$ cat config.mk
export PLATFORM = sky130hd
export DESIGN_NAME = srps_divider
export DESIGN_NICKNAME = d
export VERILOG_FILES = /design/src/hdl/srps_pkg.sv /design/src/hdl/srps_divider.sv
export SDC_FILE = /design/constraint.sdc
export NUM_CORES = 1
export LEC_CHECK = 0
export BUFFER_PORTS_ARGS = -buffer_cell sky130_fd_sc_hd__clkbuf_2
export CAP_MARGIN = 10
export CORE_MARGIN = 2
export CORE_UTILIZATION = 45
export CTS_CLUSTER_SIZE = 25
export DETAILED_ROUTE_END_ITERATION = 7
export MAX_ROUTING_LAYER = met4
export PLACE_DENSITY = 0.66
export SLEW_MARGIN = 40
export SYNTH_ARGS = -nofsm -noshare
export SYNTH_HDL_FRONTEND = slang
export SYNTH_SLANG_ARGS = --single-unit
$ cat constraint.sdc
create_clock -name clk -period 3.77 [get_ports clk]
set_input_delay 0.377 -clock clk [delete_from_list [all_inputs] [get_ports clk]]
set_output_delay 0.377 -clock clk [all_outputs]
set_load 0.02 [all_outputs]
$ cat src/hdl/srps_pkg.sv
// Package for the stepper ramp pulse sequencer: widths, request codes, motion states.
// No dependencies.
`default_nettype none
package srps_pkg;
  localparam int TABLE_DEPTH = 1024;
  localparam int IDX_W = $clog2(TABLE_DEPTH);
  localparam int SPEED_WIDTH = 16;
  localparam int FREQ_W = 28;
  localparam int QUOT_W = FREQ_W;
  localparam logic [FREQ_W-1:0] FREQ_RESET = 28'd1000000;
  localparam logic [15:0] HALF_MAX = 16'hFFFF;

  typedef enum logic [1:0] {
    REQ_LOAD_ACCEL = 2'd0,
    REQ_LOAD_DECEL = 2'd1,
    REQ_START      = 2'd2,
    REQ_COMPARE    = 2'd3
  } req_t;

  typedef enum logic [2:0] {
    ST_IDLE   = 3'd0,
    ST_ACCEL  = 3'd1,
    ST_CRUISE = 3'd2,
    ST_DECEL  = 3'd3,
    ST_STOP   = 3'd4
  } motion_t;
endpackage
`default_nettype wire

$ cat src/hdl/srps_divider.sv
// Serial restoring divider producing the saturated half period freq / (2*speed).
// Depends on srps_pkg.
`default_nettype none
module srps_divider
  import srps_pkg::*;
(
  input  wire logic                   clk,
  input  wire logic                   rst,
  input  wire logic                   start,
  input  wire logic [FREQ_W-1:0]      dividend,
  input  wire logic [SPEED_WIDTH-1:0] speed,
  output logic                        done,
  output logic [15:0]                 half
);
  localparam int CNT_W = $clog2(QUOT_W + 1);
  localparam int DEN_W = SPEED_WIDTH + 1;

  logic [QUOT_W-1:0] quot;
  logic [DEN_W:0]    rem;
  logic [DEN_W-1:0]  den;
  logic [CNT_W-1:0]  count;
  logic              busy;
  logic              zero_spd;
  logic [DEN_W:0]    trial;

  assign trial = {rem[DEN_W-1:0], quot[QUOT_W-1]};

  always_ff @(posedge clk) begin
    if (rst) begin
      busy <= 1'b0;
      done <= 1'b0;
    end else begin
      done <= 1'b0;
      if (start) begin
        busy     <= 1'b1;
        quot     <= dividend;
        rem      <= '0;
        den      <= {speed, 1'b0};
        zero_spd <= (speed == '0);
        count    <= CNT_W'(QUOT_W);
      end else if (busy) begin
        // One quotient bit per cycle; quot shifts out dividend bits as it fills.
        if (trial >= {1'b0, den}) begin
          rem  <= trial - {1'b0, den};
          quot <= {quot[QUOT_W-2:0], 1'b1};
        end else begin
          rem  <= trial;
          quot <= {quot[QUOT_W-2:0], 1'b0};
        end
        count <= count - CNT_W'(1);
        if (count == CNT_W'(1)) begin
          busy <= 1'b0;
          done <= 1'b1;
        end
      end
    end
  end

  always_comb begin
    if (zero_spd || (quot[QUOT_W-1:16] != '0)) half = HALF_MAX;
    else half = quot[15:0];
  end
endmodule
`default_nettype wire

; ---- Word-level counts from Yosys, hierarchy flattened
; Index checks and enable logic that the tools add are counted.
[word_totals]
ff_bits = 69
out_inout_bits = 17
[classes]
n_addsub = 2
n_lt_le_gt_ge = 1
eq_ne = 1
n_mux = 11
bitwise_logic = 2
reduce_logical = 7
[ops]
columns = op, count
row1 = 28-bit two-way mux, 2
row2 = 17-bit two-way mux, 2
row3 = 18-bit by 17-bit greater-or-equal comparator with 1-bit output, 1
row4 = 17-bit subtractor, 1
row5 = 16-bit logical NOT, 1
row6 = 16-bit two-way mux, 1
row7 = 12-bit nonzero test, 1
row8 = 5-bit by 1-bit equality test with 1-bit output (second input constant), 1
row9 = 1-bit two-way mux, 5
row10 = 5-bit two-way mux, 1
row11 = 5-bit by 1-bit subtractor with 5-bit output (second input constant), 1
row12 = 2-bit AND reduction, 2
row13 = 3-bit OR reduction, 1
row14 = 1-bit inverter, 2
row15 = 2-bit nonzero test, 1
row16 = 1-bit logical OR, 1

; ---- Logic depth before layout (Yosys ltp)
; Gate-level depths: netlist of run 1.
[depth]
word_depth = 4
mapped_depth = 10

; ---- Least setup slack after synthesis of run 1
; Ideal clock, no wire load.
[synth_path]
kind = input to register
startpoint = in start
endpoint = reg count[0] (enable)
arrival_time_ns = 2.798
t_required_ns = 3.311
slack_ns = 0.513
path_stages = 3
n_path_buf = 1
cell_sequence = clkbuf_1 > nor2_1 > nor2_1
[synth_via]
elab_chain_len = 2
[synth_rtl]
columns = element, line
row1 = "start, declared", srps_divider.sv:9  ; input wire logic start,
row2 = 2-bit nonzero test (no source line), -
row3 = 2-bit AND reduction (no source line), -
row4 = "end signal, assigned", srps_divider.sv:40  ; count <= CNT_W'(QUOT_W);
row5 = "end signal, assigned", srps_divider.sv:50  ; count <= count - CNT_W'(1);
row6 = "end, declared", srps_divider.sv:21  ; logic [CNT_W-1:0] count;
; No other way between the ends.
; A chain may end at the register's enable or synchronous reset.

; ---- Worst setup path in the final report of run 1
[layout_path]
startpoint = reg rem[11]
endpoint = reg rem[8] (data pin)
[layout_via]
elab_chain_len = 3
[layout_rtl]
columns = element, line
row1 = "start, declared", srps_divider.sv:19  ; logic [DEN_W:0] rem;
row2 = "start signal, assigned", srps_divider.sv:44  ; rem <= trial - {1'b0, den};
row3 = "start signal, assigned", srps_divider.sv:47  ; rem <= trial;
row4 = 18-bit by 17-bit greater-or-equal comparator with 1-bit output, srps_divider.sv:43  ; if (trial >= {1'b0, den}) begin
row5 = 17-bit two-way mux, srps_divider.sv:43
row6 = 17-bit two-way mux, srps_divider.sv:41  ; end else if (busy) begin
; No other way between the ends. The select of a mux whose other input is x is not followed.

==> flow_summary_export.csv, run 1 <==
group,metric,value,unit
run_status,status,"complete, no violations",
route,drt_iter0_drc,130,
yosys,yosysSeqAreaShare,54.0,%
route,postRouteAntennaNets,0,
setup_path,critPathMaxStageDelay,0.42,ns
route,wl_per_cell,15.1,um
power,vdd_drop_max,0.210,mV
global_routing,grt_pass1_vias,2595,
floorplanning,fp-row-count,33,
min_path,worstHoldStart,"speed[1]",
layout,drive_gt1_share,33.9,%
yosys,ys.flop_type,"edfxtp_1",
yosys,synth_area,0.00380,mm^2
yosys,synth-async-reset-ratio,0,%
yosys,syn_avg_cell_area,12.1,um^2
layout,fillers,710,
power,power.leakage,1.72,nW
yosys,syn-num-nets,379,
timing,slew_headroom,59.9,%
timing,fin_ws,1.11,ns
setup_path,worstSetupStartpointType,"flop",
placement,pre_cts_slack,1.15,ns
timing,worstMarginPinSlew,0.601,ns
clock_tree,cts_sinks,69,
timing,final-max-slew-violation-count,0,
power,p_per_area,438,mW/mm^2
clock_tree,post-cts-setup-buffers,0,
clock_tree,cts_hold_buf,0,
power,power_frac_comb,20.5,%
route,viasPerCell,5.32,
route,post-route-drc-count,0,
global_routing,track_usage,17.8,%
setup_path,crit_family,"compound AO/OA/AOI/OAI gates",
setup_path,r2r_start,"rem[11]",
yosys,synth_cell_type_count,46,
setup_path,crit_slowest_cell,"edfxtp_1",
power,p_int,1.40,mW
floorplanning,core_area,0.00822,mm^2
power,p_total,1.93,mW
placement,gp_congestion,0.868,
power,pwr-share-clk,30.6,%
yosys,ys_warn_count,0,
clock_tree,htree_levels,3,
placement,port_buffers,63,
timing,finalSetupViolations,0,
global_routing,grt_pass1_wl,12.1,mm
flow_run,max_cap_viol_count,0,
setup_path,criticalPathCategory,"flop to flop",
timing,rsz0062_at_grt,"no",
setup_path,crit_buf_inv,0,
layout,syn_to_final_growth,16.0,%
floorplanning,start_util,46.2,%
clock_tree,path_clk_slew,0.08,ns
setup_path,critPathMaxFanout,22,
placement,dpl.hpwl,5.21,mm
global_routing,gr-total-overflow,0,
floorplanning,ioPinCount,64,
yosys,synth_cells,313,
setup_path,critPathLaunch,"rem[11]",
power,switching_share,27.2,%
clock_tree,cts_root_buf,"clkbuf_8",
floorplanning,die_h,95.9,um
min_path,hold_path_class,"input pin to flop",
setup_path,critPathRequiredTime,3.84,ns
setup_path,crit_arrival,2.73,ns
route,drt_pass1_iterations,4,
route,vias,2601,
clock_tree,worstSkewPairLatency,0.34,ns
clock_tree,numCtsBuffers,9,
route,routed_wl,7.39,mm
setup_path,crit_chain,"ha_1 > or2_2 > a21oi_1 > o31ai_1 > nand2_1 > o311a_4 > mux2i_1 > nor2_1",
yosys,synth_seq_cells,69,
timing,hold_viol_final,0,
setup_path,cp-end-kind,"flop",
timing,fmax,0.377,GHz
floorplanning,die-area,0.00919,mm^2
yosys,synth-edff-count,67,
timing,min_period,2.66,ns
timing,timing.final.crit_share,70.4,%
floorplanning,die-width,95.9,um
timing,clock_skew,0.00987,ns
timing,fin_setup_tns,0,ns
power,p_seq_share,48.9,%
global_routing,antenna_found_initial,0,
clock_tree,cts_max_path_buffers,2,
clock_tree,cts_tree,"yes",
layout,n_antenna_cell,0,
power,power_switching,0.525,mW
layout,layout.nets,445,
global_routing,grt_max_degree,53,
clock_tree,ctsResizeCount,0,
==> path summary, 6_finish.rpt <==
path | endpoint | slack [ns] | cells after the start
min reg2reg | done | 0.48 | 1
max reg2reg | rem[8] | 1.11 | 8
min | den[2] | 0.22 | 1
max | rem[8] | 1.11 | 8
==> sequential cells by signal, summed over array words and instances (netlist names) <==
| signal | cells |
|---|---|
| busy | 1 |
| count | 5 |
| den | 16 |
| done | 1 |
| quot | 28 |
| rem | 17 |
| zero_spd | 1 |
==> synth_stat cells (4+ instances only) <==
master,n,share of area (%)
a211oi_1,5,0.99
nor2_1,24,2.4
xnor2_1,11,2.5
mux2i_1,10,2.6
nand2_1,13,1.3
nand4_1,4,0.66
edfxtp_1,67,53
clkbuf_1,5,0.49
nor2b_1,9,1.5
ha_1,18,5.9
or2_2,17,2.8
mux2_2,28,8.3
inv_1,21,2.1
o21ai_0,5,0.66
nor4_1,7,1.2
a21oi_1,16,2.1
nor3_1,5,0.66
==> cell families (layout without fill, tap and decap cells) <==
group           Yosys count  after routing  synth area share [%]
xor+xnor                 13             13                  3.00
buf+inv                  32            103                  3.46
compound gates           48             48                  9.00
flops                    69             69                  54.0
simple gates             94             94                  13.1
mux                      38             38                  10.9
fa+ha+maj                19             19                  6.46
==> power by group through the flow <==
stage | clock network (mW) | registers [mW] | logic, mW
final | 0.591 | 0.944 | 0.395
after global routing | 0.633 | 0.951 | 0.440
after CTS | 0.604 | 0.944 | 0.398
after detailed placement | 0 | 0.961 | 0.395
after global placement | 0 | 0.960 | 0.388
after floorplan | 0 | 0.953 | 0.310
==> metal layers <==
layer / vias to the layer above / GRT usage, % / share of wire, %
met2: 81 / 26.5 / 46
met1: 1221 / 23.3 / 45
li1: 1286 / - / -
met5: - / - / 0
met4: 0 / 7.62 / 1.9
met3: 13 / 4.15 / 6.2
==> worst register-to-register path: cells and delay by family, from the launching register on <==
kind / cells / cell delay, ns
AOI/OAI and AO/OA: 3 / 0.80
and+or+nand+nor: 3 / 0.47
DFF: 1 / 0.42
adders and majority gates: 1 / 0.36
muxes: 1 / 0.33
==> per-stage QoR <==
| stage | std cells | utilization [%] | area (um^2) | hold WS (ns) |
|---|---|---|---|---|
| 2_1_floorplan | 313 | - | 3800 | 0.454 |
| 3_3_place_gp | 473 | 51.4 | 4220 | 0.477 |
| 3_5_place_dp | 473 | 51.4 | 4220 | 0.478 |
| 4_1_cts | 489 | 53.6 | 4410 | 0.212 |
| 5_1_grt | 489 | 53.6 | 4410 | 0.214 |
| 6_report | 489 | 53.6 | 4410 | 0.224 |
==> final cells by class <==
cell class	count	area, um^2	area share, %
repair buffers	66	338	7.67
inverters	21	78.8	1.79
flip-flops and latches	69	2050	46.6
multi-input cells	212	1620	36.8
clock buffers	12	135	3.07
clock inverters	4	50.0	1.14
well taps	105	131	2.98
==> placed cells by master (no fill, tap or decap), types with 2 or more instances in the layout <==
master	n
nor3_1	5
edfxtp_1	67
a211oi_1	5
xnor2_1	11
mux2_2	28
nand4_1	4
clkbuf_2	63
clkbuf_1	3
nor2_1	23
clkinvlp_4	2
o21a_1	3
nand2_1	13
nor2b_1	9
a21o_1	3
o211ai_1	3
a21oi_1	16
nor4_1	7
nand3_1	3
inv_1	21
or2_2	17
and3_1	2
o21bai_1	3
clkbuf_8	9
buf_4	3
ha_1	18
nand2b_1	2
dfxtp_1	2
or3_1	3
mux2i_1	10
o21ai_0	5
xor2_1	2
Note: power is estimated with default switching activity, not from simulation.
==> run 2, diff against run 1 <==
Settings changed: PLACE_DENSITY 0.66 to 0.69.
Clock period 3.77 ns to 2.3 ns, I/O delays scaled along.
==> run 2 against run 1 <==
- the flow now finishes with violations (negative setup slack)
- sequential power grew 65%
- maximum frequency grew 9.8%
- hold slack lost 0.15 ns
- global-route usage grew 2.8 points
- critical path depth grew 1
- sequential share of layout area shrank 7.0 points
- cell area grew 18%
- clock skew shrank 0.0012 ns
- die area is the same
- worst setup slack lost 1.2 ns
- critical endpoint is now rem[16]
- largest cell class unchanged
- largest power group unchanged
- highest routed layer unchanged
==> flow_summary_export.csv, run 2 (synthesized netlist as in run 1, its figures left out) <==
group,metric,value,unit
route,viasPerCell,5.44,
floorplanning,fp-row-count,33,
placement,port_buffers,63,
route,dr.max_layer_used,"met4",
floorplanning,die-area,0.00919,mm^2
timing,fmax,0.413,GHz
global_routing,grt_pass1_wl,14.0,mm
global_routing,track_usage,20.6,%
setup_path,reg2reg_slack,-0.12,ns
setup_path,cp-endpoint,"rem[16]",
route,postRouteAntennaNets,0,
route,post-route-drc-count,0,
setup_path,critPathRequiredTime,2.50,ns
floorplanning,die_h,95.9,um
layout,layout.nets,502,
setup_path,criticalPathCategory,"flop to flop",
clock_tree,worstSkewPairLatency,0.35,ns
global_routing,antenna_found_initial,0,
global_routing,grt_pass1_vias,2966,
placement,dpl.hpwl,5.88,mm
layout,drive_gt1_share,50.1,%
setup_path,r2r_start,"rem[7]",
clock_tree,cts_root_buf,"clkbuf_8",
timing,holdWs,0.0737,ns
flow_run,max_cap_viol_count,0,
setup_path,worstRegToRegCells,9,
route,wl_per_cell,16.7,um
route,wl_met3,399,um
route,drt_pass1_iterations,4,
timing,slew_headroom,61.7,%
route,wl_met1,4.16,mm
global_routing,grt_max_degree,25,
timing,hold_viol_final,0,
floorplanning,die-width,95.9,um
clock_tree,htree_levels,3,
layout,largestRegisters,"quot: 28 flops, rem: 17 flops, den: 16 flops",
route,wl_met2,4.35,mm
layout,largest_reg_flops,28,
run_status,status,"complete, but fails checks",
timing,rsz0062_at_grt,"yes",
clock_tree,cts_max_path_buffers,2,
min_path,hold_path_class,"input pin to flop",
run_status,failed_checks,"negative setup slack",
clock_tree,cts_sinks,69,
setup_path,crit_arrival,2.62,ns
timing,final-max-slew-violation-count,0,
layout,final_common_cell,"edfxtp_1",
timing,worstMarginPinSlew,0.570,ns
layout,finalNonFillerCells,546,
layout,n_antenna_cell,0,
setup_path,worstSetupStartpointType,"flop",
timing,clock_skew,0.00869,ns
clock_tree,cts_tree,"yes",
setup_path,cp-end-kind,"flop",
layout,regMostFlops,"quot",
power,power.leakage,2.06,nW
layout,design_area,0.00519,mm^2
clock_tree,path_clk_slew,0.08,ns
timing,fin_ws,-0.119,ns
setup_path,critPathLaunch,"rem[7]",
placement,place_area,0.00457,mm^2
layout,syn_to_final_growth,36.6,%
setup_path,rr_endpoint,"rem[16]",
route,vias,2969,
timing,fin_setup_tns,-0.768,ns
floorplanning,start_util,46.2,%
power,p_per_area,714,mW/mm^2
placement,pre_cts_slack,-0.192,ns
placement,dp_cells,515,
floorplanning,ioPinCount,64,
route,drt_iter0_drc,147,
route,routed_wl,9.11,mm
setup_path,critPathMaxFanout,2,
placement,gp_congestion,0.873,
timing,timing.final.crit_share,105,%
layout,final_cell_mix,"67 x edfxtp_1, 63 x clkbuf_2, 52 x buf_4",
power,vdd_drop_max,0.396,mV
timing,min_period,2.42,ns
timing,finalSetupViolations,12,
clock_tree,numCtsBuffers,9,
global_routing,gr-total-overflow,0,
floorplanning,core_area,0.00822,mm^2
## run 2: changes by cell type in the layout (fill, tap and decap cells not counted), sizes merged
cell      delta
buf         +55
bufinv       +1
clkbuf       -1
clkinv       +1
clkinvlp     -2
inv          +1
o311a        +2
## run 2: metrics by stage
step	util (%)	power, mW
floorplan	-	2.08
finish	63.1	3.70
detailed placement	55.7	2.37
global route	63.1	3.85
global placement	55.7	2.35
CTS	61.1	3.61
## run 2: repair_timing
action	4_1_cts	5_1_grt
pin swaps	21	20
hold buffers	0	0
cloned	2	0
setup endpoints to repair	17	17
setup buffers	7	6
gates resized for setup	27	23
## run 2: worst min path at each step
stage	end	slack, ns	from	cells past startpoint
6_report	den[15]	0.07	speed[14]	1
3_3_place_gp	den[7]	0.42	speed[6]	1
4_1_cts	den[14]	0.06	speed[13]	1
5_1_grt	den[14]	0.07	speed[13]	1
2_1_floorplan	done	0.31	rst	1
3_5_place_dp	den[7]	0.43	speed[6]	1
## run 2: area by class of cell
type	instances	area (um^2)
flip-flops and latches	69	2050
clock inverters	5	82.6
fillers	603	3030
well taps	105	131
repair buffers	121	791
multi-input cells	214	1910
clock buffers	11	141
inverters	21	78.8
## run 2: critical path, cell delays in order, from the launching register on
cell and delay (ns):
edfxtp_1 0.41, ha_1 0.35, nand4_1 0.19, buf_4 0.19
a21oi_4 0.16, buf_6 0.12, o211ai_1 0.12, buf_4 0.16
a2111o_1 0.42, a21oi_2 0.15
## run 2: routing by layer
layer	vias to the layer above	track usage (%)
met5	-	-
met4	0	7.98
met3	17	3.05
met2	93	32.3
met1	1442	27.0
li1	1417	-
## run 2: report_power, final
part           internal, mW  switching (mW)  total [mW]
Clock                 0.645           0.488        1.13
Combinational         0.528           0.489        1.02
Sequential             1.50          0.0524        1.56
